--- src/rtl/ehf_pkg.sv ---
package ehf_pkg;

	localparam int LOG_TABLE_ENTRIES_DEF = 256;
	localparam int DIRECTIONS = 15;
	localparam int FIRST_DIAG = 7;
	localparam int QUEUE_DEPTH = 4;

	localparam int F_W = 32;
	localparam int SUM_W = 48;
	localparam int TERM_W = 50;
	localparam int ACC_W = 52;
	localparam int FA_W = 43;
	localparam int X_W = 42;
	localparam int L_W = 40;
	localparam int OP_W = 48;
	localparam int P_W = 96;

	localparam logic [31:0] LN2_Q32 = 32'd2977044472;

	// log2 of the inverse weight divided by 9, plus 3 (w = 9 * 2^(k-3))
	localparam logic [2:0] K_CENTER = 3'd2;
	localparam logic [2:0] K_AXIS = 3'd3;
	localparam logic [2:0] K_DIAG = 3'd6;

	typedef struct packed {
		logic signed [F_W-1:0] f;
		logic signed [F_W:0] diff;
		logic [F_W-1:0] mag_alpha;
		logic [F_W:0] mag_diff;
		logic pm_neg;
		logic [2:0] k;
		logic last;
	} ehf_item_t;

	// shift-subtract quotient; elaboration only
	function automatic logic [63:0] udiv64(input logic [63:0] num, input logic [63:0] den);
		logic [63:0] q;
		logic [64:0] r;
		int b;
		q = '0;
		r = '0;
		for (b = 63; b >= 0; b--) begin
			r = {r[63:0], num[b]};
			if (r >= {1'b0, den}) begin
				r = r - {1'b0, den};
				q[b] = 1'b1;
			end
		end
		return q;
	endfunction

	// ln(1 + i/n) in Q.32 through 2*atanh(i/(2n+i)); elaboration only
	function automatic logic [31:0] ln_entry(input int i, input int n);
		logic [63:0] z;
		logic [63:0] z2;
		logic [63:0] p;
		logic [63:0] acc;
		logic [63:0] nn;
		int t;
		z = udiv64(64'(i) << 32, 64'(2 * n + i));
		z2 = (z * z) >> 32;
		p = z;
		acc = '0;
		nn = 64'd1;
		for (t = 0; t < 64; t++) begin
			if (p != '0) begin
				acc = acc + udiv64(p, nn);
				p = (p * z2) >> 32;
				nn = nn + 64'd2;
			end
		end
		return 32'(acc * 64'd2);
	endfunction

	function automatic logic signed [SUM_W-1:0] sat_sum(input logic signed [ACC_W-1:0] v);
		logic signed [ACC_W-1:0] hi_lim;
		logic signed [ACC_W-1:0] lo_lim;
		hi_lim = ACC_W'((64'sd1 <<< (SUM_W - 1)) - 64'sd1);
		lo_lim = -ACC_W'(64'sd1 <<< (SUM_W - 1));
		if (v > hi_lim) begin
			return hi_lim[SUM_W-1:0];
		end else if (v < lo_lim) begin
			return lo_lim[SUM_W-1:0];
		end
		return v[SUM_W-1:0];
	endfunction

endpackage

--- src/rtl/ehf_front.sv ---
module ehf_front import ehf_pkg::*; (
	input  logic clk,
	input  logic arst_n,
	input  logic in_valid,
	output logic in_stall,
	input  logic signed [F_W-1:0] f_value,
	input  logic signed [F_W-1:0] feq_value,
	input  logic signed [F_W-1:0] alpha,
	input  logic [3:0] direction,
	input  logic last,
	output logic push,
	output ehf_item_t push_item,
	input  logic q_full
);

	logic valid_s1;
	ehf_item_t item_s1;
	ehf_item_t cls;
	logic accept;

	// direction 15 is not clamped; like 14 it falls in the diagonal class
	always_comb begin
		cls.f = f_value;
		cls.diff = $signed({feq_value[F_W-1], feq_value}) - $signed({f_value[F_W-1], f_value});
		cls.mag_alpha = alpha[F_W-1] ? F_W'(-alpha) : F_W'(alpha);
		cls.mag_diff = cls.diff[F_W] ? (F_W+1)'(-cls.diff) : (F_W+1)'(cls.diff);
		cls.pm_neg = alpha[F_W-1] != cls.diff[F_W];
		if (direction == 4'd0) begin
			cls.k = K_CENTER;
		end else if (direction < 4'(FIRST_DIAG)) begin
			cls.k = K_AXIS;
		end else begin
			cls.k = K_DIAG;
		end
		cls.last = last;
	end

	assign in_stall = valid_s1 && q_full;
	assign accept = in_valid && !in_stall;
	assign push = valid_s1 && !q_full;
	assign push_item = item_s1;

	always_ff @(posedge clk or negedge arst_n) begin
		if (!arst_n) begin
			valid_s1 <= 1'b0;
		end else if (accept) begin
			valid_s1 <= 1'b1;
		end else if (push) begin
			valid_s1 <= 1'b0;
		end
	end

	always_ff @(posedge clk) begin
		if (accept) begin
			item_s1 <= cls;
		end
	end

endmodule

--- config.mk ---
export PLATFORM = sky130hd
export DESIGN_NAME = ehf_front
export DESIGN_NICKNAME = d
export VERILOG_FILES = /design/src/rtl/ehf_pkg.sv /design/src/rtl/ehf_front.sv
export SDC_FILE = /design/constraint.sdc
export NUM_CORES = 1
export LEC_CHECK = 0
export BUFFER_PORTS_ARGS = -buffer_cell sky130_fd_sc_hd__buf_2
export CORE_UTILIZATION = 48
export CTS_BUF_LIST = sky130_fd_sc_hd__clkbuf_8
export CTS_CLUSTER_SIZE = 14
export DETAILED_ROUTE_END_ITERATION = 8
export PLACE_DENSITY = 0.79
export SLEW_MARGIN = 25
export SYNTH_ARGS = -nofsm -noshare
export SYNTH_HDL_FRONTEND = slang
export SYNTH_SLANG_ARGS = --single-unit
--- constraint.sdc ---
create_clock -name clk -period 6.9 [get_ports clk]
set_clock_uncertainty 0.15 [all_clocks]
set_input_delay 0 -clock clk [delete_from_list [all_inputs] [get_ports clk]]
set_output_delay 0 -clock clk [all_outputs]
set_load 0.01 [all_outputs]
==> out/summary.txt <==
Status -> complete, no violations
Slowest CP cell -> dlygate4sd3_1
Crit-path max FO -> 6
Synth cell types -> 65
Post-Synthesis Cell Area -> 0.00753 mm2
Synthesized netlist cell count -> 667
CP max stage delay -> 540 ps
Max IR drop VDD -> 0.110 mV
Nets -> 1145
CTS sink count -> 134
CP bufs+invs -> 3
Initial antenna violation count -> 0
Sequential area share after synthesis -> 53.3%
Rel. slew slack -> 37.6%
Setup-failing EPs final -> 0
Routed vias -> 6511
Commonest non-fill, non-tap cell in the layout -> buf_2
DR vias/cell -> 5.30
DP Wirelength -> 13900 um
WHS -> 35.3 ps
Sw Share -> 29.3%
Clock Power Share -> 28.0%
CP endpoint kind -> register
Placed Cells -> 1101
Drt wl/cell -> 16.3 um
Post-route DRC violation count -> 0
Ys flop type -> edfxtp_1
IO buf count -> 240
DRT iter0 DRCs -> 446
Synth Warn # -> 0
Delay-heaviest family, CP -> simple AND/OR/NAND/NOR gates
Total negative setup slack -> 0 ps
Critical Path RT -> 6940 ps
Setup crit start kind -> primary input
Die X -> 127 um
Leakage -> 4.34 nW
Crit Path Category -> primary input to register
Final period util -> 56.1%
CTS buffer count -> 17
# fillers -> 1110
Crit-path cells -> dlygate4sd3_1 -> buf_2 -> inv_1 -> ha_1 -> fa_1 -> nand2b_1 -> a221oi_1 -> o21ai_0 -> a22oi_1 -> nand2b_1 -> nor3_1 -> and3_1 -> nor3b_1 -> a41oi_1 -> xor2_1
MaxCap Viol Count -> 0
TritonCTS clock tree -> built
Clk buf depth -> 2
Largest net degree at the start of global routing -> 76
Routability congestion estimate from global placement -> 0.891
Hold Path Class -> primary input to register
Sequential power share -> 45.3%
Antenna diodes -> 0
NetSw -> 0.671 mW
RSZ-0062 raised after global routing -> no
Post-synth EDFFs -> 133
Die Y -> 127 um
Final ANT Viol Nets -> 0
Max Slew Vio Count -> 0
Worst-Skew Late Latency -> 440 ps
Post-CTS Repair Setup Buffers -> 0
# IOs -> 242
Critical Path AT -> 3910 ps
Drt total wl -> 20000 um
PwrDens -> 223 mW/mm2
GRT Overall Usage -> 24.8%
Fmax -> 258 MHz
Async set-or-reset flop fraction in the synthesized netlist -> 0.746%
Clk pin slew, worst setup/hold paths -> 70 ps
Core box area -> 0.0153 mm2
Vias in the first global route -> 6372
H-tree lvl count -> 4
Post-route minimum period -> 3870 ps
Post-Syn Area per Cell -> 11.3 um2
Die Area -> 0.0162 mm2
First-pass GRT wire length -> 30900 um
Int Pwr -> 1.62 mW
Share of layout cells above drive strength 1 -> 28.4%
Post-Layout Cell Count -> 1229
Initial Utilization -> 49.4%
Most frequent cells in the layout -> 240 x buf_2, 133 x edfxtp_1, 96 x dlygate4sd3_1
Slew @ Worst Pin -> 936 ps
Area Growth Syn to Fin -> 36.4%
Top cell by count, worst path -> nand2b_1
Final Hold Fails -> 0
Combinational share of power -> 26.8%
Seq cells post-synth -> 134
Num rows -> 45
Overflow after GRT -> 0
Root Buffer -> clkbuf_8
Total Power -> 2.29 mW
Drt first pass iters -> 4
Syn nets -> 807
power groups by stage:
stage,sequential (mW),combinational [mW],clock [mW]
6_report,1.04,0.614,0.641
5_1_grt,1.04,0.666,0.688
4_1_cts,1.04,0.606,0.651
3_5_place_dp,1.06,0.555,0
3_3_place_gp,1.05,0.546,0
2_1_floorplan,1.10,0.319,0
worst min-delay path, cell delays in order:
cell   delay, ps
buf_2        110
inv_1         60
fa_1         230
inv_1         60
cell usage after synthesis (2+ instances only):
| cell type | n | area (um2) |
|---|---|---|
| a211o_1 | 4 | 35.0 |
| a211oi_1 | 3 | 22.5 |
| a21o_1 | 10 | 75.1 |
| a21oi_1 | 45 | 225 |
| a221oi_1 | 2 | 17.5 |
| a31o_2 | 3 | 26.3 |
| a31oi_1 | 13 | 81.3 |
| and2_1 | 11 | 68.8 |
| and3_1 | 13 | 81.3 |
| and4_1 | 4 | 35.0 |
| buf_2 | 5 | 25.0 |
| buf_4 | 2 | 15.0 |
| clkbuf_1 | 12 | 45.0 |
| edfxtp_1 | 133 | 3990 |
| ha_1 | 34 | 425 |
| inv_1 | 54 | 203 |
| mux2_2 | 2 | 22.5 |
| nand2_1 | 47 | 176 |
| nand2b_1 | 7 | 43.8 |
| nand3_1 | 15 | 75.1 |
| nand3b_1 | 4 | 30.0 |
| nand4_1 | 2 | 12.5 |
| nor2_1 | 23 | 86.3 |
| nor2b_1 | 6 | 37.5 |
| nor3_1 | 12 | 60.1 |
| nor3b_1 | 4 | 30.0 |
| nor4_1 | 4 | 25.0 |
| o211ai_1 | 3 | 22.5 |
| o21a_1 | 4 | 30.0 |
| o21ai_0 | 38 | 190 |
| o21ai_1 | 4 | 20.0 |
| o31a_1 | 2 | 17.5 |
| o31ai_1 | 11 | 82.6 |
| o41ai_1 | 5 | 43.8 |
| or2_2 | 4 | 25.0 |
| or3_1 | 9 | 56.3 |
| or4_1 | 6 | 45.0 |
| xnor2_1 | 60 | 526 |
| xor2_1 | 21 | 184 |
final timing paths:
kind | start | endpoint | depth (start not counted) | slack [ps]
max in group asynchronous | arst_n | valid_s1 | 3 | 6260
min in group asynchronous | arst_n | valid_s1 | 3 | 240
max | feq_value[0] | push_item[36] | 15 | 3030
min | feq_value[1] | push_item[71] | 4 | 40
min reg2reg | valid_s1 | push_item[3] | 3 | 1080
max reg2reg | valid_s1 | push_item[44] | 4 | 4150
per-stage QoR:
| step | instance area, um2 | utilization [%] | worst slack (ps) |
|---|---|---|---|
| CTS | 10300 | 67.4 | 3100 |
| detailed placement | 8940 | 58.6 | 3220 |
| floorplan | 7540 | - | 2290 |
| finish | 10300 | 67.4 | 3030 |
| global placement | 8940 | 58.6 | 3290 |
| global route | 10300 | 67.4 | 2740 |
kinds of logic after synthesis:
group	count (synthesis)	share of synthesized area, %
simple gates	177	12.8
fa+ha+maj	35	5.91
buf+inv	74	3.97
mux	2	0.299
other cells	1	0.0498
xor+xnor	81	9.42
compound gates	163	14.2
flops	134	53.3
flip-flops by register name, summed over array words and instances, names as in the netlist:
| signal | cells |
|---|---|
| push_item | 133 |
| valid_s1 | 1 |
layout make-up:
type | count | area, um2 | area share (%)
repair buffers | 339 | 2180 | 21.2
inverters | 54 | 203 | 1.97
well taps | 211 | 264 | 2.57
clock inverters | 15 | 146 | 1.42
multi-input cells | 459 | 3230 | 31.4
flip-flops and latches | 134 | 4020 | 39.1
clock buffers | 17 | 234 | 2.28
repair_timing:
action                                 in CTS  in global routing
gates resized for setup                     0                  0
endpoints found under the hold margin      74                  0
hold buffers                               96                  0
metal layers:
metal | track usage [%] | up-vias | wire, um
met4 | 8.82 | 0 | 415
met5 | 0 | - | 0
li1 | - | 3144 | -
met1 | 28.9 | 3048 | 8040
met3 | 5.90 | 32 | 1320
met2 | 44.6 | 287 | 10200
(Power assumes the default switching activity.)
