--- config.mk ---
export PLATFORM = sky130hd
export DESIGN_NAME = ehf_queue
export DESIGN_NICKNAME = d
export VERILOG_FILES = /design/src/rtl/ehf_pkg.sv /design/src/rtl/ehf_queue.sv
export SDC_FILE = /design/constraint.sdc
export NUM_CORES = 1
export LEC_CHECK = 0
export BUFFER_PORTS_ARGS = -buffer_cell sky130_fd_sc_hd__buf_4
export CAP_MARGIN = 0
export CORE_ASPECT_RATIO = 0.5
export CORE_MARGIN = 5
export CORE_UTILIZATION = 60
export DETAILED_ROUTE_END_ITERATION = 16
export PLACE_DENSITY = 0.85
export SYNTH_ARGS = -nofsm -noshare
export SYNTH_HDL_FRONTEND = slang
export SYNTH_SLANG_ARGS = --single-unit
--- constraint.sdc ---
create_clock -name clk -period 11.4 [get_ports clk]
set_input_delay 0 -clock clk [delete_from_list [all_inputs] [get_ports clk]]
set_output_delay 0 -clock clk [all_outputs]
set_load 0.02 [all_outputs]
--- src/rtl/ehf_pkg.sv ---
package ehf_pkg;

	localparam int LOG_TABLE_ENTRIES_DEF = 256;
	localparam int DIRECTIONS = 15;
	localparam int FIRST_DIAG = 7;
	localparam int QUEUE_DEPTH = 4;

	localparam int F_W = 32;
	localparam int SUM_W = 48;
	localparam int TERM_W = 50;
	localparam int ACC_W = 52;
	localparam int FA_W = 43;
	localparam int X_W = 42;
	localparam int L_W = 40;
	localparam int OP_W = 48;
	localparam int P_W = 96;

	localparam logic [31:0] LN2_Q32 = 32'd2977044472;

	// log2 of the inverse weight divided by 9, plus 3 (w = 9 * 2^(k-3))
	localparam logic [2:0] K_CENTER = 3'd2;
	localparam logic [2:0] K_AXIS = 3'd3;
	localparam logic [2:0] K_DIAG = 3'd6;

	typedef struct packed {
		logic signed [F_W-1:0] f;
		logic signed [F_W:0] diff;
		logic [F_W-1:0] mag_alpha;
		logic [F_W:0] mag_diff;
		logic pm_neg;
		logic [2:0] k;
		logic last;
	} ehf_item_t;

	// shift-subtract quotient; elaboration only
	function automatic logic [63:0] udiv64(input logic [63:0] num, input logic [63:0] den);
		logic [63:0] q;
		logic [64:0] r;
		int b;
		q = '0;
		r = '0;
		for (b = 63; b >= 0; b--) begin
			r = {r[63:0], num[b]};
			if (r >= {1'b0, den}) begin
				r = r - {1'b0, den};
				q[b] = 1'b1;
			end
		end
		return q;
	endfunction

	// ln(1 + i/n) in Q.32 through 2*atanh(i/(2n+i)); elaboration only
	function automatic logic [31:0] ln_entry(input int i, input int n);
		logic [63:0] z;
		logic [63:0] z2;
		logic [63:0] p;
		logic [63:0] acc;
		logic [63:0] nn;
		int t;
		z = udiv64(64'(i) << 32, 64'(2 * n + i));
		z2 = (z * z) >> 32;
		p = z;
		acc = '0;
		nn = 64'd1;
		for (t = 0; t < 64; t++) begin
			if (p != '0) begin
				acc = acc + udiv64(p, nn);
				p = (p * z2) >> 32;
				nn = nn + 64'd2;
			end
		end
		return 32'(acc * 64'd2);
	endfunction

	function automatic logic signed [SUM_W-1:0] sat_sum(input logic signed [ACC_W-1:0] v);
		logic signed [ACC_W-1:0] hi_lim;
		logic signed [ACC_W-1:0] lo_lim;
		hi_lim = ACC_W'((64'sd1 <<< (SUM_W - 1)) - 64'sd1);
		lo_lim = -ACC_W'(64'sd1 <<< (SUM_W - 1));
		if (v > hi_lim) begin
			return hi_lim[SUM_W-1:0];
		end else if (v < lo_lim) begin
			return lo_lim[SUM_W-1:0];
		end
		return v[SUM_W-1:0];
	endfunction

endpackage

--- src/rtl/ehf_queue.sv ---
module ehf_queue import ehf_pkg::*; (
	input  logic clk,
	input  logic arst_n,
	input  logic push,
	input  ehf_item_t push_item,
	output logic full,
	input  logic pop,
	output logic rd_valid,
	output ehf_item_t rd_item
);

	localparam int PTR_W = $clog2(QUEUE_DEPTH);
	localparam int CNT_W = $clog2(QUEUE_DEPTH + 1);

	ehf_item_t mem_q [QUEUE_DEPTH];
	logic [PTR_W-1:0] wr_ptr_q;
	logic [PTR_W-1:0] rd_ptr_q;
	logic [CNT_W-1:0] cnt_q;
	logic do_push;
	logic do_pop;

	assign full = cnt_q == CNT_W'(QUEUE_DEPTH);
	assign rd_valid = cnt_q != '0;
	assign rd_item = mem_q[rd_ptr_q];
	assign do_push = push && !full;
	assign do_pop = pop && rd_valid;

	always_ff @(posedge clk or negedge arst_n) begin
		if (!arst_n) begin
			wr_ptr_q <= '0;
			rd_ptr_q <= '0;
			cnt_q <= '0;
		end else begin
			if (do_push) begin
				wr_ptr_q <= (wr_ptr_q == PTR_W'(QUEUE_DEPTH - 1)) ? '0 : wr_ptr_q + 1'b1;
			end
			if (do_pop) begin
				rd_ptr_q <= (rd_ptr_q == PTR_W'(QUEUE_DEPTH - 1)) ? '0 : rd_ptr_q + 1'b1;
			end
			if (do_push && !do_pop) begin
				cnt_q <= cnt_q + 1'b1;
			end else if (do_pop && !do_push) begin
				cnt_q <= cnt_q - 1'b1;
			end
		end
	end

	always_ff @(posedge clk) begin
		if (do_push) begin
			mem_q[wr_ptr_q] <= push_item;
		end
	end

	a_cnt_bound: assert property (@(posedge clk) disable iff (!arst_n)
		cnt_q <= CNT_W'(QUEUE_DEPTH))
		else $error("queue count beyond depth");

endmodule

==> results by group, run 1 <==
Global routing
  • GRT Overall Usage: 28.5%
  • First-pass GRT wire length: 76.6 mm
  • Initial antenna violation count: 4
  • Grt total ovfl: 0
  • Vias in the first global route: 11000
  • Largest net degree at the start of global routing: 79

Outcome
  • Status: completed

Yosys
  • Number of synthesized flops with an enable pin: 540
  • Synth top area cells: edfxtp_1 (81%), mux4_2 (15%), dfrtp_1 (0.88%), buf_6 (0.40%), ha_1 (0.38%)
  • Compound-Gate Fraction of Synth Area: 0%
  • Yosys warns: 0
  • Most common cell in the netlist: edfxtp_1
  • Synth top area share: 81.5%
  • Largest family of logic cells by synthesized area: multiplexers
  • Simple-Gate Fraction of Synth Area: 0.333%
  • Yosys reg bits: 547
  • Mapped cell area: 0.0199 sq mm
  • Xor-xnor portion of the synthesized cell area: 0.132%
  • Mapped Cells: 742
  • Synth top cells by count: edfxtp_1 (540), mux4_2 (135), buf_2 (12), buf_4 (9)
  • Syn_nets: 888
  • Per-instance average area after synthesis: 26.8 sq um
  • Netlist cell types: 20
  • Cell taking the most area after synthesis: edfxtp_1
  • Seq/Total Area, Yosys: 82.4%
  • Synth Flop Type: edfxtp_1
  • Async SR Flop Fraction: 1.28%
  • Post-Synth Adder-Cell Area: 0.478%
  • Post-synthesis mux area share: 15.6%

Power and ir drop
  • Pwr Density: 269 mW/mm^2
  • Pleak: 8.62 nW
  • Peak VDD IR: 0.143 mV

Flow run
  • Max cap viols: 0

Layout
  • Layout Nets: 1327
  • Area delta synth->final: 26.5%
  • Area of the multi-input gates: 0.00330 sq mm
  • Fill cells: 1527
  • Non-Filler Instances: 1662
  • Layout cells sized above 1: 40.5%
  • FF+latch area: 0.0164 sq mm

Placed design
  • Worst slack, placed: 8.02 ns
  • GP Congestion: 0.775
  • Placed cells: 1436
  • HPWL after DPL: 25.2 mm
  • Port bufs: 275

Hold path
  • Min-delay worst type: primary input to flip-flop

STA
  • Post-Route Setup TNS: 0 ns
  • Skew final: 0.0189 ns
  • Rel. slew slack: 13.2%
  • FMAX: 272 MHz
  • Setup ws final: 7.73 ns
  • Hold Vio Cnt, Final: 0
  • Final Max Tran Viols: 0
  • Unrepaired setup endpoints after global routing: false
  • Slew @ Worst Pin: 1.30 ns
  • Period utilisation layout: 32.2%
  • Min Tclk post-route: 3.67 ns
  • Final Setup Violations: 0
  • Hold Slack: 0.0353 ns

Route
  • DR vias: 10600
  • Routed Antenna Nets: 0
  • DR DRC count: 0
  • Vias per cell: 6.39
  • Routed len/inst: 32.8 um
  • Initial DRC Count: 1426
  • DRT Pass-1 Iters: 5
  • Drt total wl: 54.5 mm

Setup path
  • Crit. End Element: primary output
  • Max FO, Critical Path: 58
  • Setup CP Type: flip-flop to primary output
  • Req. time, crit path: 11.40 ns
  • Critical Path AT: 3.67 ns
  • Startpoint Class: flip-flop

Clock network
  • Clock Latency Late Sink: 0.58 ns
  • Longest Clk Path Bufs: 3
  • CTS root buf: clkbuf_16
  • CTS tree: done
  • Clock sink total: 547
  • Htree depth: 2
  • TritonCTS buffer count: 46
  • Setup bufs post-CTS: 0
  • Worst-path clk slew: 0.07 ns

Floorplanning
  • # IOs: 276
  • Die area: 0.0371 sq mm
  • Die X: 268 um
  • Initial core utilization: 60.5%
  • Die Y: 139 um
  • Rows: 47
  • Core region area: 0.0329 sq mm
-- state kept, by name, summed over array words and instances, names as in the netlist --
register  flops
cnt_q         3
rd_ptr_q      2
wr_ptr_q      2
mem_q       540
-- power breakdown --
part           internal, mW  switching (mW)  leakage, nW  total [mW]
combinational          1.00            1.29         2.92        2.29
clock                 0.802           0.750        0.678        1.55
sequential             2.66           0.255         5.03        2.92
-- metrics by stage --
step	cell area [sq um]	util (%)	total power, mW
after floorplan	19900	-	4.25
after global placement	22400	68.1	5.01
after detailed placement	22400	68.1	5.08
after CTS	25100	76.5	6.65
after global routing	25200	76.5	6.97
final	25200	76.6	6.76
-- final cells by class --
cell class / instances / share of cell area (%)
Sequential cell: 547 / 65.2
Inverter: 3 / 0.0447
Clock inverter: 26 / 0.696
Antenna cell: 7 / 0.0696
Clock buffer: 55 / 4.79
Multi-Input combinational cell: 162 / 13.1
Timing Repair Buffer: 421 / 13.9
Tap cell: 441 / 2.19
-- kinds of logic (layout without fill, tap and decap cells) --
kind of cell               count (synthesis)  in the layout
other                                      0              7
DFF                                      547            547
and+or+nand+nor                           12             12
buffers and inverters                     33            505
muxes                                    140            140
xor gates and xnor gates                   3              3
adders and majority gates                  7              7
-- worst paths after layout --
check,startpoint,to,slack [ns],cells after the start
min in group asynchronous,arst_n,cnt_q[0]$_DFFE_PN0P_,0.43,3
max in group asynchronous,arst_n,rd_ptr_q[0]$_DFFE_PN0P_,10.66,3
worst min-delay path,push,wr_ptr_q[0]$_DFFE_PN0P_,0.04,3
worst max-delay path,rd_ptr_q[0]$_DFFE_PN0P_,rd_item[129],7.73,3
worst min register to register,cnt_q[2]$_DFFE_PN0P_,cnt_q[2]$_DFFE_PN0P_,0.54,1
worst max register to register,wr_ptr_q[0]$_DFFE_PN0P_,mem_q[3][11]$_DFFE_PP_,7.80,5
-- critical path, stage by stage (launching register included) --
cell and delay, ns:
dfrtp_4 1.22, buf_4 0.90, mux4_2 0.65, buf_4 0.20
-- routing by layer --
| metal | vias to the layer above | global-route usage, % | share of wire, % |
|---|---|---|---|
| met3 | 186 | 4.73 | 7.7 |
| met2 | 841 | 48.3 | 52 |
| li1 | 4094 | - | - |
| met5 | - | 0 | 0 |
| met4 | 0 | 14.9 | 6.6 |
| met1 | 5496 | 36.2 | 33 |
-- placed cells by master, fill, tap and decap left out, drive strengths merged, types with 2 or more instances in the layout --
master and count:
ha 6, clkinvlp 2, diode 7, edfxtp 540, xor2 2, and2 3
clkbuf 55, nand2 2, dfrtp 7, bufinv 2, dlygate4sd3 138, mux4 135
nor2 4, inv 4, mux2 5, clkinv 21, buf 283
-- repair_timing --
item | in CTS | in global routing
resized for setup | 0 | 0
hold buffers | 138 | 0
endpoints found under the hold margin | 550 | 0
No activity file was read; power rests on OpenSTA's default activity.
==> run 2, diff against run 1 <==
--- a/config.mk
+++ b/config.mk
@@ -9,9 +9,9 @@
 export CAP_MARGIN = 0
 export CORE_ASPECT_RATIO = 0.5
 export CORE_MARGIN = 5
-export CORE_UTILIZATION = 60
+export CORE_UTILIZATION = 51
 export DETAILED_ROUTE_END_ITERATION = 16
-export PLACE_DENSITY = 0.85
+export PLACE_DENSITY = 0.77
 export SYNTH_ARGS = -nofsm -noshare
 export SYNTH_HDL_FRONTEND = slang
 export SYNTH_SLANG_ARGS = --single-unit
==> constraint.sdc (replaced) <==
create_clock -name clk -period 3 [get_ports clk]
set_input_delay 0 -clock clk [delete_from_list [all_inputs] [get_ports clk]]
set_output_delay 0 -clock clk [all_outputs]
set_load 0.02 [all_outputs]
==> run 2 against run 1 <==
Against the previous run:
- worst setup slack got worse by 7.2 ns
- clock skew rose by 0.0024 ns
- wire length fell by 20%
- utilization fell by 11 points
- die area rose by 17%
- clock power rose to 3.7 times the previous value
- critical path type unchanged
- register-to-register slack got worse by 7.0 ns
- non-clock buffer count rose by 10
- hold slack improved by 0.034 ns
==> results by group, run 2 (synthesis results as in run 1) <==
Global routing
  • Vias in the first global route: 10500 (-4.8%)
  • GRT Overall Usage: 20.2% (-8.3 points)
  • Grt total ovfl: 0 (unchanged)
  • Largest net degree at the start of global routing: 105 (+33%)
  • First-pass GRT wire length: 65.2 mm (-15%)
  • Initial antenna violation count: 0 (-4)

Power and ir drop
  • Pleak: 8.74 nW (+1.4%)
  • Power share of the combinational group: 35.6% (+1.7 points)
  • Cell internal pwr: 17.3 mW (+290%)
  • Reg power frac: 41.5% (-1.7 points)
  • Sw frac: 31.8% (-2.1 points)
  • Pwr Density: 991 mW/mm^2 (+270%)
  • Peak VDD IR: 0.704 mV (+390%)
  • Tot Pwr: 25.4 mW (+280%)
  • Clk network pwr share: 22.8% (-0.2 points)
  • Sw Pwr: 8.06 mW (+250%)

Placed design
  • Port bufs: 275 (unchanged)
  • GP Congestion: 0.734 (-5.3%)
  • HPWL after DPL: 24.5 mm (-2.5%)

Route
  • DR vias: 9656 (-9.1%)
  • DR DRC count: 0 (unchanged)
  • Drt total wl: 43.5 mm (-20%)
  • DRT Pass-1 Iters: 5 (unchanged)
  • Routed len/inst: 24.8 um (-24%)
  • Routed Antenna Nets: 0 (unchanged)
  • Vias per cell: 5.50 (-14%)
  • Initial DRC Count: 761 (-47%)

Clock network
  • Setup bufs post-CTS: 0 (unchanged)
  • Clock Latency Late Sink: 0.56 ns (-0.02 ns)
  • Longest Clk Path Bufs: 3 (unchanged)
  • Resized cells post-CTS: 0 (unchanged)
  • Clock sink total: 547 (unchanged)
  • Cts hold-fix bufs: 138 (unchanged)
  • Worst-path clk slew: 0.07 ns (about the same)
  • Htree depth: 2 (unchanged)
  • TritonCTS buffer count: 45 (-2.2%)
  • CTS root buf: clkbuf_16
  • CTS tree: done

STA
  • Final Max Tran Viols: 0 (unchanged)
  • FMAX: 404 MHz
  • Hold Vio Cnt, Final: 0 (unchanged)
  • Rel. slew slack: 54.3% (+41 points)
  • Period utilisation layout: 82.5%
  • Min Tclk post-route: 2.47 ns
  • Slew @ Worst Pin: 0.685 ns (-0.616 ns)
  • Final Setup Violations: 0 (unchanged)
  • Unrepaired setup endpoints after global routing: false
  • Skew final: 0.0213 ns (+0.00239 ns)
  • Post-Route Setup TNS: 0 ns (unchanged)

Layout
  • Commonest non-fill, non-tap cell in the layout: edfxtp_1
  • Top reg by flops: mem_q
  • Inserted Diodes: 0 (-7)
  • Area delta synth->final: 28.6%
  • Largest register FFs: 540 (unchanged)
  • Layout cells sized above 1: 41.3% (+0.78 points)
  • Core Util, Final: 66.0% (-11 points)
  • Area of the multi-input gates: 0.00331 sq mm (+0.34%)
  • Fill cells: 2370 (+55%)
  • Top flop regs: mem_q (540), cnt_q (3)
  • Layout Nets: 1336 (+0.68%)
  • Commonest non-fill, non-tap cells in the layout: edfxtp_1 (540), buf_4 (278), dlygate4sd3_1 (138), mux4_2 (135), clkbuf_16 (45)
  • FF+latch area: 0.0164 sq mm (unchanged)

Setup path
  • Reg-to-reg slack, setup: 0.76 ns (-7.04 ns)
  • Worst reg2reg path endpoint: cnt_q[2]$_DFFE_PN0P_
  • Reg2reg path depth: 8 (+3)
  • Setup crit end: rd_item[40]
  • Req. time, crit path: 3.00 ns (-8.40 ns)
  • Max FO, Critical Path: 17 (-71%)
  • Startpoint Class: flip-flop
  • Setup CP Type: flip-flop to primary output
  • Worst R2R Start: cnt_q[2]$_DFFE_PN0P_
  • Crit. End Element: primary output
  • Setup crit start: rd_ptr_q[0]$_DFFE_PN0P_
  • Critical Path AT: 2.47 ns (-1.20 ns)

Floorplanning
  • Rows: 51 (+8.5%)
  • Die area: 0.0433 sq mm (+17%)
  • Core region area: 0.0387 sq mm (+18%)
  • # IOs: 276 (unchanged)
  • Die X: 289 um (+8.1%)
  • Initial core utilization: 51.4% (-9.2 points)
  • Die Y: 150 um (+7.9%)

Flow run
  • Max cap viols: 0 (unchanged)

Outcome
  • Status: completed

Hold path
  • Min-delay worst type: primary input to flip-flop
  • Hold path depth: 3 (unchanged)
==> run 2: worst min-delay path by stage <==
stage / start / end / slack [ns]
after floorplan: arst_n / cnt_q[0]$_DFFE_PN0P_ / -0.30
after global placement: arst_n / cnt_q[1]$_DFFE_PN0P_ / -0.18
after detailed placement: arst_n / cnt_q[2]$_DFFE_PN0P_ / -0.18
after CTS: push / wr_ptr_q[1]$_DFFE_PN0P_ / 0.04
after global routing: push / wr_ptr_q[0]$_DFFE_PN0P_ / 0.05
final: push / wr_ptr_q[1]$_DFFE_PN0P_ / 0.07
==> run 2: worst max-delay path, stage by stage, from the launching register on <==
cell and delay (ns):
dfrtp_4 0.68, buf_4 0.45, mux4_2 0.60, buf_4 0.19
==> run 2: through the flow <==
stage	hold slack (ns)	setup slack (ns)	instance area, sq um	cells
2_1_floorplan	-0.296	-0.0345	19900	742
3_3_place_gp	-0.182	0.884	22800	1535
3_5_place_dp	-0.181	0.802	22800	1535
4_1_cts	0.0359	0.451	25600	1755
5_1_grt	0.0531	0.385	25600	1755
6_report	0.0689	0.526	25600	1755
==> run 2: final cells by class <==
cell class / count / share of cell area [%]
Timing Repair Buffer: 431 / 14.7
Clock buffer: 60 / 4.74
Sequential cell: 547 / 64.1
Multi-Input combinational cell: 162 / 12.9
Clock inverter: 22 / 0.851
Inverter: 3 / 0.0440
Tap cell: 530 / 2.59
==> run 2: power groups by stage <==
stage / sequential [mW] / combinational, mW / clock [mW]
after floorplan: 10.5 / 5.49 / 0
after global placement: 10.5 / 8.88 / 0
after detailed placement: 10.7 / 8.94 / 0
after CTS: 10.5 / 9.14 / 5.84
after global routing: 10.6 / 9.47 / 6.25
final: 10.5 / 9.04 / 5.79
==> run 2: metal layers <==
metal	vias up	track usage (%)	share of wire, %
li1	4112	-	-
met1	5132	24.3	36
met2	307	37.2	56
met3	105	2.75	3.9
met4	0	7.98	4.4
met5	-	0	0
